### src/design/npe_pkg.sv
package npe_pkg;

    // store depth and derived widths
    localparam int SIZE   = 16;
    localparam int DATA_W = 32;
    localparam int IDX_W  = (SIZE > 1) ? $clog2(SIZE) : 1;
    localparam int CNT_W  = $clog2(SIZE + 1);

    typedef logic signed [DATA_W-1:0] elem_t;
    typedef logic [IDX_W-1:0]         idx_t;
    typedef logic [CNT_W-1:0]         cnt_t;

    // sequencer states
    typedef enum logic [3:0] {
        S_LOAD,
        S_SCAN_RD,
        S_SCAN_FIRST,
        S_SCAN,
        S_FIND,
        S_SWAP,
        S_REV,
        S_REV_HI,
        S_REV_WLO,
        S_REV_WHI,
        S_EMIT_RD,
        S_EMIT_LD
    } state_t;

    // operand selection of the shared comparator
    typedef enum logic {
        CMP_SCAN,
        CMP_FIND
    } cmp_sel_t;

    typedef struct packed {
        cmp_sel_t sel;
        elem_t    cur;
        elem_t    prev;
        elem_t    pivot;
    } cmp_req_t;

endpackage

### src/design/npe_if.sv
// element channel into the engine
interface npe_seq_if;
    logic           valid;
    logic           ready;
    npe_pkg::elem_t element;
    logic           final_element;

    modport source (output valid, output element, output final_element, input ready);
    modport sink   (input valid, input element, input final_element, output ready);
endinterface

// permutation channel out of the engine
interface npe_perm_if;
    logic           valid;
    logic           ready;
    npe_pkg::elem_t permuted_value;
    logic           end_of_run;
    logic           wrapped;
    logic           truncated;

    modport source (output valid, output permuted_value, output end_of_run,
                    output wrapped, output truncated, input ready);
    modport sink   (input valid, input permuted_value, input end_of_run,
                    input wrapped, input truncated, output ready);
endinterface

### src/design/next_permutation_engine.sv
// next_permutation_engine: rewrites a loaded sequence into its next
// lexicographic permutation and streams it back out.
// The seq channel takes one element per item, one item per cycle while
// loading; final_element closes the sequence. Up to SIZE elements are stored,
// later ones are dropped and the run is marked truncated.
// After the final item the sequencer walks the element RAM with one shared
// signed comparator: the ascent scan, the search for the swap partner (its
// hit writes the partner into the pivot slot), the swap and the suffix
// reversal one exchanged pair at a time, all bound by the RAM's one read
// port and one write port.
// The perm channel then gives n items, each read from RAM ahead of the output
// register; end_of_run marks the last, wrapped and truncated hold on
// every item of the run. A greatest permutation is reversed and wrapped.
// seq.ready is low from the final item until the last result sits in the
// output register; the next sequence may load while that result waits.
// A stalled receiver freezes emission; no result is lost or repeated.
// Reset (rst_n low, asynchronous) empties the store and drops any pending
// result; the RAM contents are not cleared and need no clearing.
module next_permutation_engine (
    input  logic              clk,
    input  logic              rst_n,
    npe_seq_if.sink           seq,
    npe_perm_if.source        perm
);

    npe_pkg::state_t state_reg, state_next;
    npe_pkg::cnt_t   count_reg, count_next;
    logic            ovf_reg, ovf_next;
    logic            wrap_reg, wrap_next;
    npe_pkg::idx_t   last_reg, last_next;
    npe_pkg::idx_t   lo_reg, lo_next;
    npe_pkg::idx_t   hi_reg, hi_next;
    npe_pkg::idx_t   piv_reg, piv_next;
    npe_pkg::elem_t  prev_reg, prev_next;
    npe_pkg::elem_t  pval_reg, pval_next;

    logic            out_valid_reg, out_valid_next;
    npe_pkg::elem_t  out_value_reg, out_value_next;
    logic            out_end_reg, out_end_next;
    logic            out_wrap_reg, out_wrap_next;
    logic            out_trunc_reg, out_trunc_next;

    logic            ram_we;
    npe_pkg::idx_t   ram_waddr;
    npe_pkg::elem_t  ram_wdata;
    logic            ram_re;
    npe_pkg::idx_t   ram_raddr;
    npe_pkg::elem_t  ram_rdata;

    npe_pkg::cmp_req_t cmp_req;
    logic              cmp_gt;

    logic            seq_take;
    logic            out_free;
    npe_pkg::cnt_t   fill_next;
    npe_pkg::cnt_t   fill_minus1;

    // element store
    npe_ram #(
        .WIDTH (npe_pkg::DATA_W),
        .DEPTH (npe_pkg::SIZE)
    ) u_store (
        .clk   (clk),
        .we    (ram_we),
        .waddr (ram_waddr),
        .wdata (ram_wdata),
        .re    (ram_re),
        .raddr (ram_raddr),
        .rdata (ram_rdata)
    );

    // shared comparator
    npe_cmp u_cmp (
        .req (cmp_req),
        .gt  (cmp_gt)
    );

    // channel handshakes
    assign seq.ready = (state_reg == npe_pkg::S_LOAD);
    assign seq_take  = seq.valid && seq.ready;
    assign out_free  = !out_valid_reg || perm.ready;

    assign perm.valid          = out_valid_reg;
    assign perm.permuted_value = out_value_reg;
    assign perm.end_of_run     = out_end_reg;
    assign perm.wrapped        = out_wrap_reg;
    assign perm.truncated      = out_trunc_reg;

    // fill level after a load item
    assign fill_next   = (count_reg < npe_pkg::CNT_W'(npe_pkg::SIZE))
                         ? count_reg + npe_pkg::CNT_W'(1) : count_reg;
    assign fill_minus1 = fill_next - npe_pkg::CNT_W'(1);

    // state register
    always_ff @(posedge clk or negedge rst_n)
    begin
        if (!rst_n)
        begin
            state_reg     <= npe_pkg::S_LOAD;
            count_reg     <= '0;
            ovf_reg       <= 1'b0;
            out_valid_reg <= 1'b0;
        end
        else
        begin
            state_reg     <= state_next;
            count_reg     <= count_next;
            ovf_reg       <= ovf_next;
            out_valid_reg <= out_valid_next;
        end
    end

    // datapath registers
    always_ff @(posedge clk)
    begin
        wrap_reg      <= wrap_next;
        last_reg      <= last_next;
        lo_reg        <= lo_next;
        hi_reg        <= hi_next;
        piv_reg       <= piv_next;
        prev_reg      <= prev_next;
        pval_reg      <= pval_next;
        out_value_reg <= out_value_next;
        out_end_reg   <= out_end_next;
        out_wrap_reg  <= out_wrap_next;
        out_trunc_reg <= out_trunc_next;
    end

    // sequencer: next state, RAM port and comparator control
    always_comb
    begin
        state_next     = state_reg;
        count_next     = count_reg;
        ovf_next       = ovf_reg;
        wrap_next      = wrap_reg;
        last_next      = last_reg;
        lo_next        = lo_reg;
        hi_next        = hi_reg;
        piv_next       = piv_reg;
        prev_next      = prev_reg;
        pval_next      = pval_reg;
        out_valid_next = out_valid_reg && !perm.ready;
        out_value_next = out_value_reg;
        out_end_next   = out_end_reg;
        out_wrap_next  = out_wrap_reg;
        out_trunc_next = out_trunc_reg;

        ram_we    = 1'b0;
        ram_waddr = lo_reg;
        ram_wdata = ram_rdata;
        ram_re    = 1'b0;
        ram_raddr = lo_reg;

        cmp_req.sel   = npe_pkg::CMP_SCAN;
        cmp_req.cur   = ram_rdata;
        cmp_req.prev  = prev_reg;
        cmp_req.pivot = pval_reg;

        unique case (state_reg)
            npe_pkg::S_LOAD:
            begin
                if (seq_take)
                begin
                    // store while room is left, otherwise note the drop
                    if (count_reg < npe_pkg::CNT_W'(npe_pkg::SIZE))
                    begin
                        ram_we    = 1'b1;
                        ram_waddr = count_reg[npe_pkg::IDX_W-1:0];
                        ram_wdata = seq.element;
                    end
                    else
                    begin
                        ovf_next = 1'b1;
                    end
                    count_next = fill_next;
                    if (seq.final_element)
                    begin
                        last_next  = fill_minus1[npe_pkg::IDX_W-1:0];
                        wrap_next  = 1'b0;
                        state_next = npe_pkg::S_SCAN_RD;
                    end
                end
            end

            npe_pkg::S_SCAN_RD:
            begin
                ram_re     = 1'b1;
                ram_raddr  = last_reg;
                lo_next    = last_reg;
                state_next = npe_pkg::S_SCAN_FIRST;
            end

            npe_pkg::S_SCAN_FIRST:
            begin
                // single element: nothing to compare, reverse is a no-op
                if (lo_reg == '0)
                begin
                    wrap_next  = 1'b1;
                    hi_next    = last_reg;
                    state_next = npe_pkg::S_REV;
                end
                else
                begin
                    prev_next  = ram_rdata;
                    ram_re     = 1'b1;
                    ram_raddr  = lo_reg - npe_pkg::IDX_W'(1);
                    lo_next    = lo_reg - npe_pkg::IDX_W'(1);
                    state_next = npe_pkg::S_SCAN;
                end
            end

            npe_pkg::S_SCAN:
            begin
                // rightmost strict ascent: a[lo+1] > a[lo]
                cmp_req.sel = npe_pkg::CMP_SCAN;
                if (cmp_gt)
                begin
                    piv_next   = lo_reg;
                    pval_next  = ram_rdata;
                    ram_re     = 1'b1;
                    ram_raddr  = last_reg;
                    hi_next    = last_reg;
                    state_next = npe_pkg::S_FIND;
                end
                else if (lo_reg == '0)
                begin
                    wrap_next  = 1'b1;
                    hi_next    = last_reg;
                    state_next = npe_pkg::S_REV;
                end
                else
                begin
                    prev_next  = ram_rdata;
                    ram_re     = 1'b1;
                    ram_raddr  = lo_reg - npe_pkg::IDX_W'(1);
                    lo_next    = lo_reg - npe_pkg::IDX_W'(1);
                end
            end

            npe_pkg::S_FIND:
            begin
                // rightmost element strictly above the pivot
                cmp_req.sel = npe_pkg::CMP_FIND;
                if (cmp_gt)
                begin
                    ram_we     = 1'b1;
                    ram_waddr  = piv_reg;
                    ram_wdata  = ram_rdata;
                    state_next = npe_pkg::S_SWAP;
                end
                else
                begin
                    ram_re     = 1'b1;
                    ram_raddr  = hi_reg - npe_pkg::IDX_W'(1);
                    hi_next    = hi_reg - npe_pkg::IDX_W'(1);
                end
            end

            npe_pkg::S_SWAP:
            begin
                ram_we     = 1'b1;
                ram_waddr  = hi_reg;
                ram_wdata  = pval_reg;
                lo_next    = piv_reg + npe_pkg::IDX_W'(1);
                hi_next    = last_reg;
                state_next = npe_pkg::S_REV;
            end

            npe_pkg::S_REV:
            begin
                // reverse lo..hi one pair at a time
                if (lo_reg < hi_reg)
                begin
                    ram_re     = 1'b1;
                    ram_raddr  = lo_reg;
                    state_next = npe_pkg::S_REV_HI;
                end
                else
                begin
                    lo_next    = '0;
                    state_next = npe_pkg::S_EMIT_RD;
                end
            end

            npe_pkg::S_REV_HI:
            begin
                prev_next  = ram_rdata;
                ram_re     = 1'b1;
                ram_raddr  = hi_reg;
                state_next = npe_pkg::S_REV_WLO;
            end

            npe_pkg::S_REV_WLO:
            begin
                ram_we     = 1'b1;
                ram_waddr  = lo_reg;
                ram_wdata  = ram_rdata;
                state_next = npe_pkg::S_REV_WHI;
            end

            npe_pkg::S_REV_WHI:
            begin
                ram_we     = 1'b1;
                ram_waddr  = hi_reg;
                ram_wdata  = prev_reg;
                lo_next    = lo_reg + npe_pkg::IDX_W'(1);
                hi_next    = hi_reg - npe_pkg::IDX_W'(1);
                state_next = npe_pkg::S_REV;
            end

            npe_pkg::S_EMIT_RD:
            begin
                ram_re     = 1'b1;
                ram_raddr  = lo_reg;
                state_next = npe_pkg::S_EMIT_LD;
            end

            npe_pkg::S_EMIT_LD:
            begin
                // read data holds until the output register frees up
                if (out_free)
                begin
                    out_valid_next = 1'b1;
                    out_value_next = ram_rdata;
                    out_end_next   = (lo_reg == last_reg);
                    out_wrap_next  = wrap_reg;
                    out_trunc_next = ovf_reg;
                    if (lo_reg == last_reg)
                    begin
                        count_next = '0;
                        ovf_next   = 1'b0;
                        state_next = npe_pkg::S_LOAD;
                    end
                    else
                    begin
                        lo_next    = lo_reg + npe_pkg::IDX_W'(1);
                        state_next = npe_pkg::S_EMIT_RD;
                    end
                end
            end

            default:
            begin
                state_next = npe_pkg::S_LOAD;
            end
        endcase
    end

    // the partner search never runs into the pivot or below it
    a_find_above_pivot: assert property (@(posedge clk) disable iff (!rst_n)
        (state_reg == npe_pkg::S_FIND) |-> (hi_reg > piv_reg))
        else $error("partner search passed the pivot");

    // a reversal exchange only happens on an open range
    a_rev_range: assert property (@(posedge clk) disable iff (!rst_n)
        (state_reg == npe_pkg::S_REV_HI) |=> (lo_reg < hi_reg))
        else $error("reversal exchange on a closed range");

    // the fill count never passes the store depth
    a_count_bound: assert property (@(posedge clk) disable iff (!rst_n)
        count_reg <= npe_pkg::CNT_W'(npe_pkg::SIZE))
        else $error("fill count beyond store depth");

    // loading the last result of a run reopens the store empty
    a_run_close: assert property (@(posedge clk) disable iff (!rst_n)
        ((state_reg == npe_pkg::S_EMIT_LD) && out_free && (lo_reg == last_reg))
        |=> ((state_reg == npe_pkg::S_LOAD) && (count_reg == '0) && !ovf_reg
             && perm.valid && perm.end_of_run))
        else $error("run did not close cleanly");

endmodule

### src/design/npe_ram.sv
module npe_ram #(
    parameter int WIDTH = 32,
    parameter int DEPTH = 16
) (
    input  logic                                   clk,
    input  logic                                   we,
    input  logic [((DEPTH > 1) ? $clog2(DEPTH) : 1)-1:0] waddr,
    input  logic [WIDTH-1:0]                       wdata,
    input  logic                                   re,
    input  logic [((DEPTH > 1) ? $clog2(DEPTH) : 1)-1:0] raddr,
    output logic [WIDTH-1:0]                       rdata
);

    logic [WIDTH-1:0] mem [DEPTH];

    // one write port, one registered read port
    always_ff @(posedge clk)
    begin
        if (we)
        begin
            mem[waddr] <= wdata;
        end
        if (re)
        begin
            rdata <= mem[raddr];
        end
    end

endmodule

### src/design/npe_cmp.sv
module npe_cmp (
    input  npe_pkg::cmp_req_t req,
    output logic              gt
);

    npe_pkg::elem_t lhs;
    npe_pkg::elem_t rhs;

    // operand steering: scan tests for an ascent, find tests against the pivot
    always_comb
    begin
        case (req.sel)
            npe_pkg::CMP_SCAN:
            begin
                lhs = req.prev;
                rhs = req.cur;
            end
            default:
            begin
                lhs = req.cur;
                rhs = req.pivot;
            end
        endcase
    end

    // signed strict greater-than
    assign gt = (lhs > rhs);

endmodule

### src/flat_wrapper.sv
// flat-port wrapper written by rule: the top's interface ports become plain ports
module next_permutation_engine_flat 
  (clk, rst_n, seq_valid, seq_element, seq_final_element, seq_ready, perm_valid, perm_permuted_value, perm_end_of_run, perm_wrapped, perm_truncated, perm_ready);
  npe_seq_if seq_i ();
  npe_perm_if perm_i ();
  input  logic clk;
  input  logic rst_n;
  input wire logic [$bits(seq_i.valid)-1:0] seq_valid;
  input wire logic [$bits(seq_i.element)-1:0] seq_element;
  input wire logic [$bits(seq_i.final_element)-1:0] seq_final_element;
  output wire logic [$bits(seq_i.ready)-1:0] seq_ready;
  output wire logic [$bits(perm_i.valid)-1:0] perm_valid;
  output wire logic [$bits(perm_i.permuted_value)-1:0] perm_permuted_value;
  output wire logic [$bits(perm_i.end_of_run)-1:0] perm_end_of_run;
  output wire logic [$bits(perm_i.wrapped)-1:0] perm_wrapped;
  output wire logic [$bits(perm_i.truncated)-1:0] perm_truncated;
  input wire logic [$bits(perm_i.ready)-1:0] perm_ready;
  assign seq_i.valid = seq_valid;
  assign seq_i.element = seq_element;
  assign seq_i.final_element = seq_final_element;
  assign seq_ready = seq_i.ready;
  assign perm_valid = perm_i.valid;
  assign perm_permuted_value = perm_i.permuted_value;
  assign perm_end_of_run = perm_i.end_of_run;
  assign perm_wrapped = perm_i.wrapped;
  assign perm_truncated = perm_i.truncated;
  assign perm_i.ready = perm_ready;
  next_permutation_engine u_core (.clk(clk), .rst_n(rst_n), .seq(seq_i), .perm(perm_i));
endmodule
### config.mk
export PLATFORM = sky130hd
export DESIGN_NAME = next_permutation_engine_flat
export DESIGN_NICKNAME = d
export VERILOG_FILES = /design/src/design/npe_pkg.sv /design/src/design/npe_if.sv /design/src/design/next_permutation_engine.sv /design/src/design/npe_ram.sv /design/src/design/npe_cmp.sv /design/src/flat_wrapper.sv
export SDC_FILE = /design/constraint.sdc
export NUM_CORES = 1
export LEC_CHECK = 0
export BUFFER_PORTS_ARGS = -buffer_cell sky130_fd_sc_hd__buf_2
export CAP_MARGIN = 20
export CORE_MARGIN = 2
export CORE_UTILIZATION = 57
export DETAILED_ROUTE_END_ITERATION = 6
export GPL_TIMING_DRIVEN = 0
export PLACE_DENSITY = 0.84
export SLEW_MARGIN = 20
export SYNTH_ARGS = -nofsm -noshare
export SYNTH_HDL_FRONTEND = slang
export SYNTH_HIERARCHICAL = 1
export SYNTH_SLANG_ARGS = --single-unit
export TNS_END_PERCENT = 30
### constraint.sdc
create_clock -name clk -period 8.7 [get_ports clk]
set_input_delay 0.87 -clock clk [delete_from_list [all_inputs] [get_ports clk]]
set_output_delay 0.87 -clock clk [all_outputs]
set_load 0.005 [all_outputs]
# Word-level counts from Yosys, hierarchy flattened
# Memories as Yosys holds them, arrays and structs flattened. A register that Yosys moved wholly into a read port is not among the register bits.
# Index checks and enable logic that the tools add are counted.
dict set report op_classes {
  add_sub_neg 6
  n_mul 0
  div_mod_pow 0
  order_cmp 3
  n_eq_ne 23
  shifts 0
  n_mux 64
  bitwise 0
  reduce_logical 25
}
# cell count
set op_table {}
lappend op_table {{$mux W32} 6}
lappend op_table {{$pmux W32 S3} 2}
lappend op_table {{$mux W4} 21}
lappend op_table {{$pmux W4 S11} 1}
lappend op_table {{$pmux W4 S5} 2}
lappend op_table {{$gt A32 B32 Y1} 1}
lappend op_table {{$pmux W4 S7} 1}
lappend op_table {{$mux W1} 20}
lappend op_table {{$mux W5} 4}
lappend op_table {{$eq A4 B3 Y1 const B} 4}
lappend op_table {{$eq A4 B4 Y1 const B} 4}
lappend op_table {{$reduce_and A5 Y1} 3}
lappend op_table {{$ne A2 B2 Y1 const B} 7}
lappend op_table {{$pmux W4 S3} 1}
lappend op_table {{$sub A4 B1 Y4 const B} 3}
lappend op_table {{$pmux W5 S2} 1}
lappend op_table {{$add A4 B1 Y4 const B} 2}
lappend op_table {{$eq A4 B2 Y1 const B} 2}
lappend op_table {{$logic_not A4 Y1} 2}
lappend op_table {{$reduce_and A2 Y1} 4}
lappend op_table {{$reduce_and A4 Y1} 2}
lappend op_table {{$reduce_bool A7 Y1} 1}
lappend op_table {{$ne A2 B1 Y1 const B} 3}
lappend op_table {{$pmux W1 S3} 2}
lappend op_table {{other kinds (18)} 22}
dict set report totals {
  regBits 127
  latch_bits 0
  ram_bits 512
  rom_bits 0
  output_inout_bits 37
  wordCells 137
  memories 1
}
# name depth width rd rd_ports_with_merged_regs wr line_no
set memory_table {}
lappend memory_table {u_core.u_store.mem 16 32 1 1 1 npe_ram.sv:14} ;# logic [WIDTH-1:0] mem [DEPTH];

# Depth between registers and ports, before layout
dict set report logic_depth {
  word_depth 8
  mapped_depth 22
  depth_no_buf 16
}

# Hierarchy
# The synthesis kept the hierarchy.
# module n_inst cells_per_inst area_per_inst_um2 seq_area_each_um2
set modules_own_cells {}
lappend modules_own_cells {npe_ram 1 838 20155.6 16335.7}
lappend modules_own_cells {next_permutation_engine 1 468 6160.9 3758.6}
lappend modules_own_cells {npe_cmp 1 157 1423.9 0.0}

# Least setup slack after synthesis
# Ideal clock, no wire load.
dict set report synth_path {
  path_type {flip-flop to flip-flop}
  start {register u_core.state_reg[3]}
  end {memory u_core.u_store.mem[0][0] (enable)}
  setup_time_ns 0.461
  t_arrival_ns 6.681
  path_slack_ns 1.558
  path_stages_with_launch 19
  cell_sequence {dfrtp_1 > buf_6 > nor4b_1 > clkbuf_1 > buf_2 > mux2_1 > ha_1 > a21oi_1 > o21ai_0 > a221oi_1 > o21ai_0 > a22o_1 > a31oi_1 > nor2_1 > o21ai_0 > o21ai_2 > a221o_1 > or3b_2 > nor3_1}
}
# item line_no
set synth_rtl {}
lappend synth_rtl {{start, declared} next_permutation_engine.sv:26} ;# npe_pkg::state_t state_reg, state_next;
lappend synth_rtl {{start signal, assigned} next_permutation_engine.sv:99} ;# state_reg <= npe_pkg::S_LOAD;
lappend synth_rtl {{start signal, assigned} next_permutation_engine.sv:106} ;# state_reg <= state_next;
lappend synth_rtl {{end, declared} npe_ram.sv:14}

==> results.sh <==
export IMPL_cts_tree="yes"
export IMPL_post_cts_setup_buffer_count=0
export IMPL_synth_most_common_cell="edfxtp_1"
export IMPL_drc=1
export IMPL_synthArstFlopShare_pct=1.64
export IMPL_reg2reg_slack_ps=370
export IMPL_h_tree_depth=2
export IMPL_final_net_count=1722
export IMPL_io_buffer_count=73
export IMPL_ys_top_cells_by_area="edfxtp_1 71%, mux4_2 10%, ha_1 1.8%, a22oi_1 1.7%, a221o_1 1.4%"
export IMPL_cp_start_kind="flip-flop"
export IMPL_max_cap_violations=0
export IMPL_yosys_top_cells_count="660 x edfxtp_1, 128 x mux4_2, 64 x a22oi_1"
export IMPL_initial_core_util_pct=58.0
export IMPL_rr_startpoint="u_core/state_reg[2]$_DFFE_PN0P_"
export IMPL_dr_pass1_iters=7
export IMPL_io_pins=74
export IMPL_pre_cts_ws_ps=891
export IMPL_cp_arrival_ps=8650
export IMPL_finalHoldViolCount=0
export IMPL_cts_hold_buf=0
export IMPL_syn_num_nets=1540
export IMPL_status="finished, violations left"
export IMPL_largest_reg_flops=512
export IMPL_wl_um=80000
export IMPL_end_kind="flip-flop"
export IMPL_place_congestion=0.890
export IMPL_critPathKind="reg -> reg"
export IMPL_synth_ff_type="edfxtp_1"
export IMPL_area_growth_pct=14.9
export IMPL_grt_first_pass_wirelength_um=115000
export IMPL_fin_worst_skew_ps=31.7
export IMPL_wl_per_cell_um=34.6
export IMPL_drt_iter0_drc=2340
export IMPL_cts_resized=0
export IMPL_ff2ff_path_depth=20
export IMPL_finalSetupViolations=0
export IMPL_drive_gt1_share_pct=24.7
export IMPL_final_cells=2310
export IMPL_core_area_sq_um=47800
export IMPL_antenna_found_initial=1
export IMPL_period_share_pct=95.7
export IMPL_die_w_um=225
export IMPL_r2r_end="u_core/u_store/rdata[29]$_DFFE_PP_"
export IMPL_required_ps=9020
export IMPL_grt_pass1_vias=16700
export IMPL_placementRows=80
export IMPL_numCtsBuffers=61
export IMPL_n_antenna_cell=0
export IMPL_synth_area_leader_cell="edfxtp_1"
export IMPL_clkLatencyLatePin_ps=640
export IMPL_synth_seq_cells=671
export IMPL_hold_path_class="in -> async"
export IMPL_dp_final_hpwl_um=48500
export IMPL_fill_cells=2834
export IMPL_yosys_warnings=6
export IMPL_synth_area_sq_um=27700
export IMPL_final_antenna_net_count=0
export IMPL_max_freq_mhz=120
export IMPL_synth_edf_count=660
export IMPL_routed_via_density=7.24
export IMPL_synthCells=1463
export IMPL_synth_top_area_share_pct=71.4
export IMPL_cts_buffer_depth=3
export IMPL_rsz0062_at_grt="no"
export IMPL_tightest_slew_ps=1060
export IMPL_vias=16700
export IMPL_finalMaxSlewViolations=0
export IMPL_top_register="u_core/u_store/mem"
export IMPL_die_y_um=225
export IMPL_synth_cell_types=72
export IMPL_numClockSinks=671
export IMPL_avgSynthCellArea_sq_um=19.0
export IMPL_yosysSeqAreaShare_pct=72.4
export IMPL_relSlewSlack_pct=29.4
export IMPL_placed_cells=2197
export IMPL_grt_max_degree=27
export IMPL_violations="design-rule violations"
export IMPL_dieArea_sq_um=50400
export IMPL_gr_total_overflow=0
export IMPL_cts_root_buf="clkbuf_16"
export IMPL_grt_total_usage_pct=32.2
export IMPL_cp_max_fo=10
export IMPL_fin_crit_ps=8330
export IMPL_cts_reportedPaths_clkPinSlew_ps=60
export IMPL_timing_final_ws_setup_ps=370
[layout make-up]
| type | count | area, sq um | share of cell area, % |
|---|---|---|---|
| flip-flops and latches | 671 | 20100 | 63.0 |
| multi-input cells | 686 | 7270 | 22.8 |
| clock buffers | 68 | 1570 | 4.94 |
| repair buffers | 119 | 1100 | 3.45 |
| well taps | 615 | 769 | 2.41 |
| clock inverters | 45 | 572 | 1.79 |
| plain buffers | 84 | 417 | 1.31 |
| inverters | 22 | 82.6 | 0.259 |
[placed cells by master (no fill, tap or decap), types with 7 or more instances in the layout]
cell type | synthesis | routed
nand2b_1 | 19 | 19
a31oi_1 | 8 | 8
a22oi_1 | 64 | 64
nand2_1 | 60 | 60
ha_1 | 40 | 40
xnor2_1 | 9 | 9
a22o_1 | 38 | 38
clkinv_1 | 0 | 11
buf_6 | 5 | 8
nor2b_1 | 9 | 9
mux4_2 | 128 | 128
clkbuf_16 | 0 | 62
o21ai_0 | 21 | 21
a221o_1 | 40 | 40
clkinv_2 | 0 | 12
nor2_4 | 0 | 14
buf_1 | 10 | 10
buf_16 | 0 | 15
nand3_1 | 9 | 9
mux2_1 | 32 | 32
mux2i_1 | 36 | 36
inv_1 | 22 | 21
buf_2 | 24 | 97
o221ai_1 | 7 | 7
nor2_1 | 39 | 25
bufinv_16 | 0 | 13
buf_4 | 9 | 30
dfrtp_1 | 11 | 11
nor3_1 | 12 | 8
a21oi_1 | 22 | 22
clkbuf_1 | 36 | 42
edfxtp_1 | 660 | 660
[cell families after synthesis]
family                   synth area share, %
AO/OA/AOI/OAI                           6.93
XOR/XNOR                               0.442
adder cells (fa/ha/maj)                 1.80
buffers and inverters                   1.80
flip-flops                              72.4
multiplexers                            13.1
AND/OR/NAND/NOR                         3.52
[routing by layer]
metal  track usage [%]  vias up  routed length, um
li1                  -     6473                  -
met4              18.4        2               4870
met2              51.7     1465              38500
met3              6.68      337               9560
met1              41.4     8445              27000
met5                 0        -                 13
[worst max-delay path, stage by stage, from the launching register on]
cell	delay (ps)
dfrtp_1	340
buf_2	220
nor4b_1	570
clkbuf_1	640
buf_2	410
mux2_1	360
ha_1	320
a21oi_1	260
o21ai_0	180
a221oi_1	390
o21ai_0	300
a22o_1	300
a31oi_1	540
clkbuf_1	470
o21ai_0	160
a31oi_1	460
buf_2	430
buf_1	730
mux4_2	420
a22oi_1	240
nand2_1	250
[how the worst max path moves through the flow]
stage	endpoint	depth (start not counted)	slack (ps)	from
after floorplan	u_core/u_store/mem[0][0]$_DFFE_PP_	18	1560	u_core/state_reg[3]$_DFFE_PN0P_
after global placement	u_core/u_store/mem[12][25]$_DFFE_PP_	18	-2260	u_core/state_reg[2]$_DFFE_PN0P_
after detailed placement	u_core/u_store/rdata[29]$_DFFE_PP_	20	890	u_core/state_reg[2]$_DFFE_PN0P_
after CTS	u_core/u_store/rdata[29]$_DFFE_PP_	20	630	u_core/state_reg[2]$_DFFE_PN0P_
after global routing	u_core/u_store/rdata[29]$_DFFE_PP_	20	160	u_core/state_reg[2]$_DFFE_PN0P_
final	u_core/u_store/rdata[29]$_DFFE_PP_	20	370	u_core/state_reg[2]$_DFFE_PN0P_
[stage by stage]
step	hold slack (ps)	util [%]	setup TNS (ps)	instance area, sq um
detailed placement	456	62.1	0	29700
finish	85.6	66.6	0	31900
global placement	428	60.4	-417290	28900
CTS	81.5	66.6	0	31900
global route	107	66.6	0	31900
floorplan	424	-	0	27700
Power is left out: the tool's default activity adds up to more than one toggle a clock period on the data nets, which glitch-free logic cannot reach.
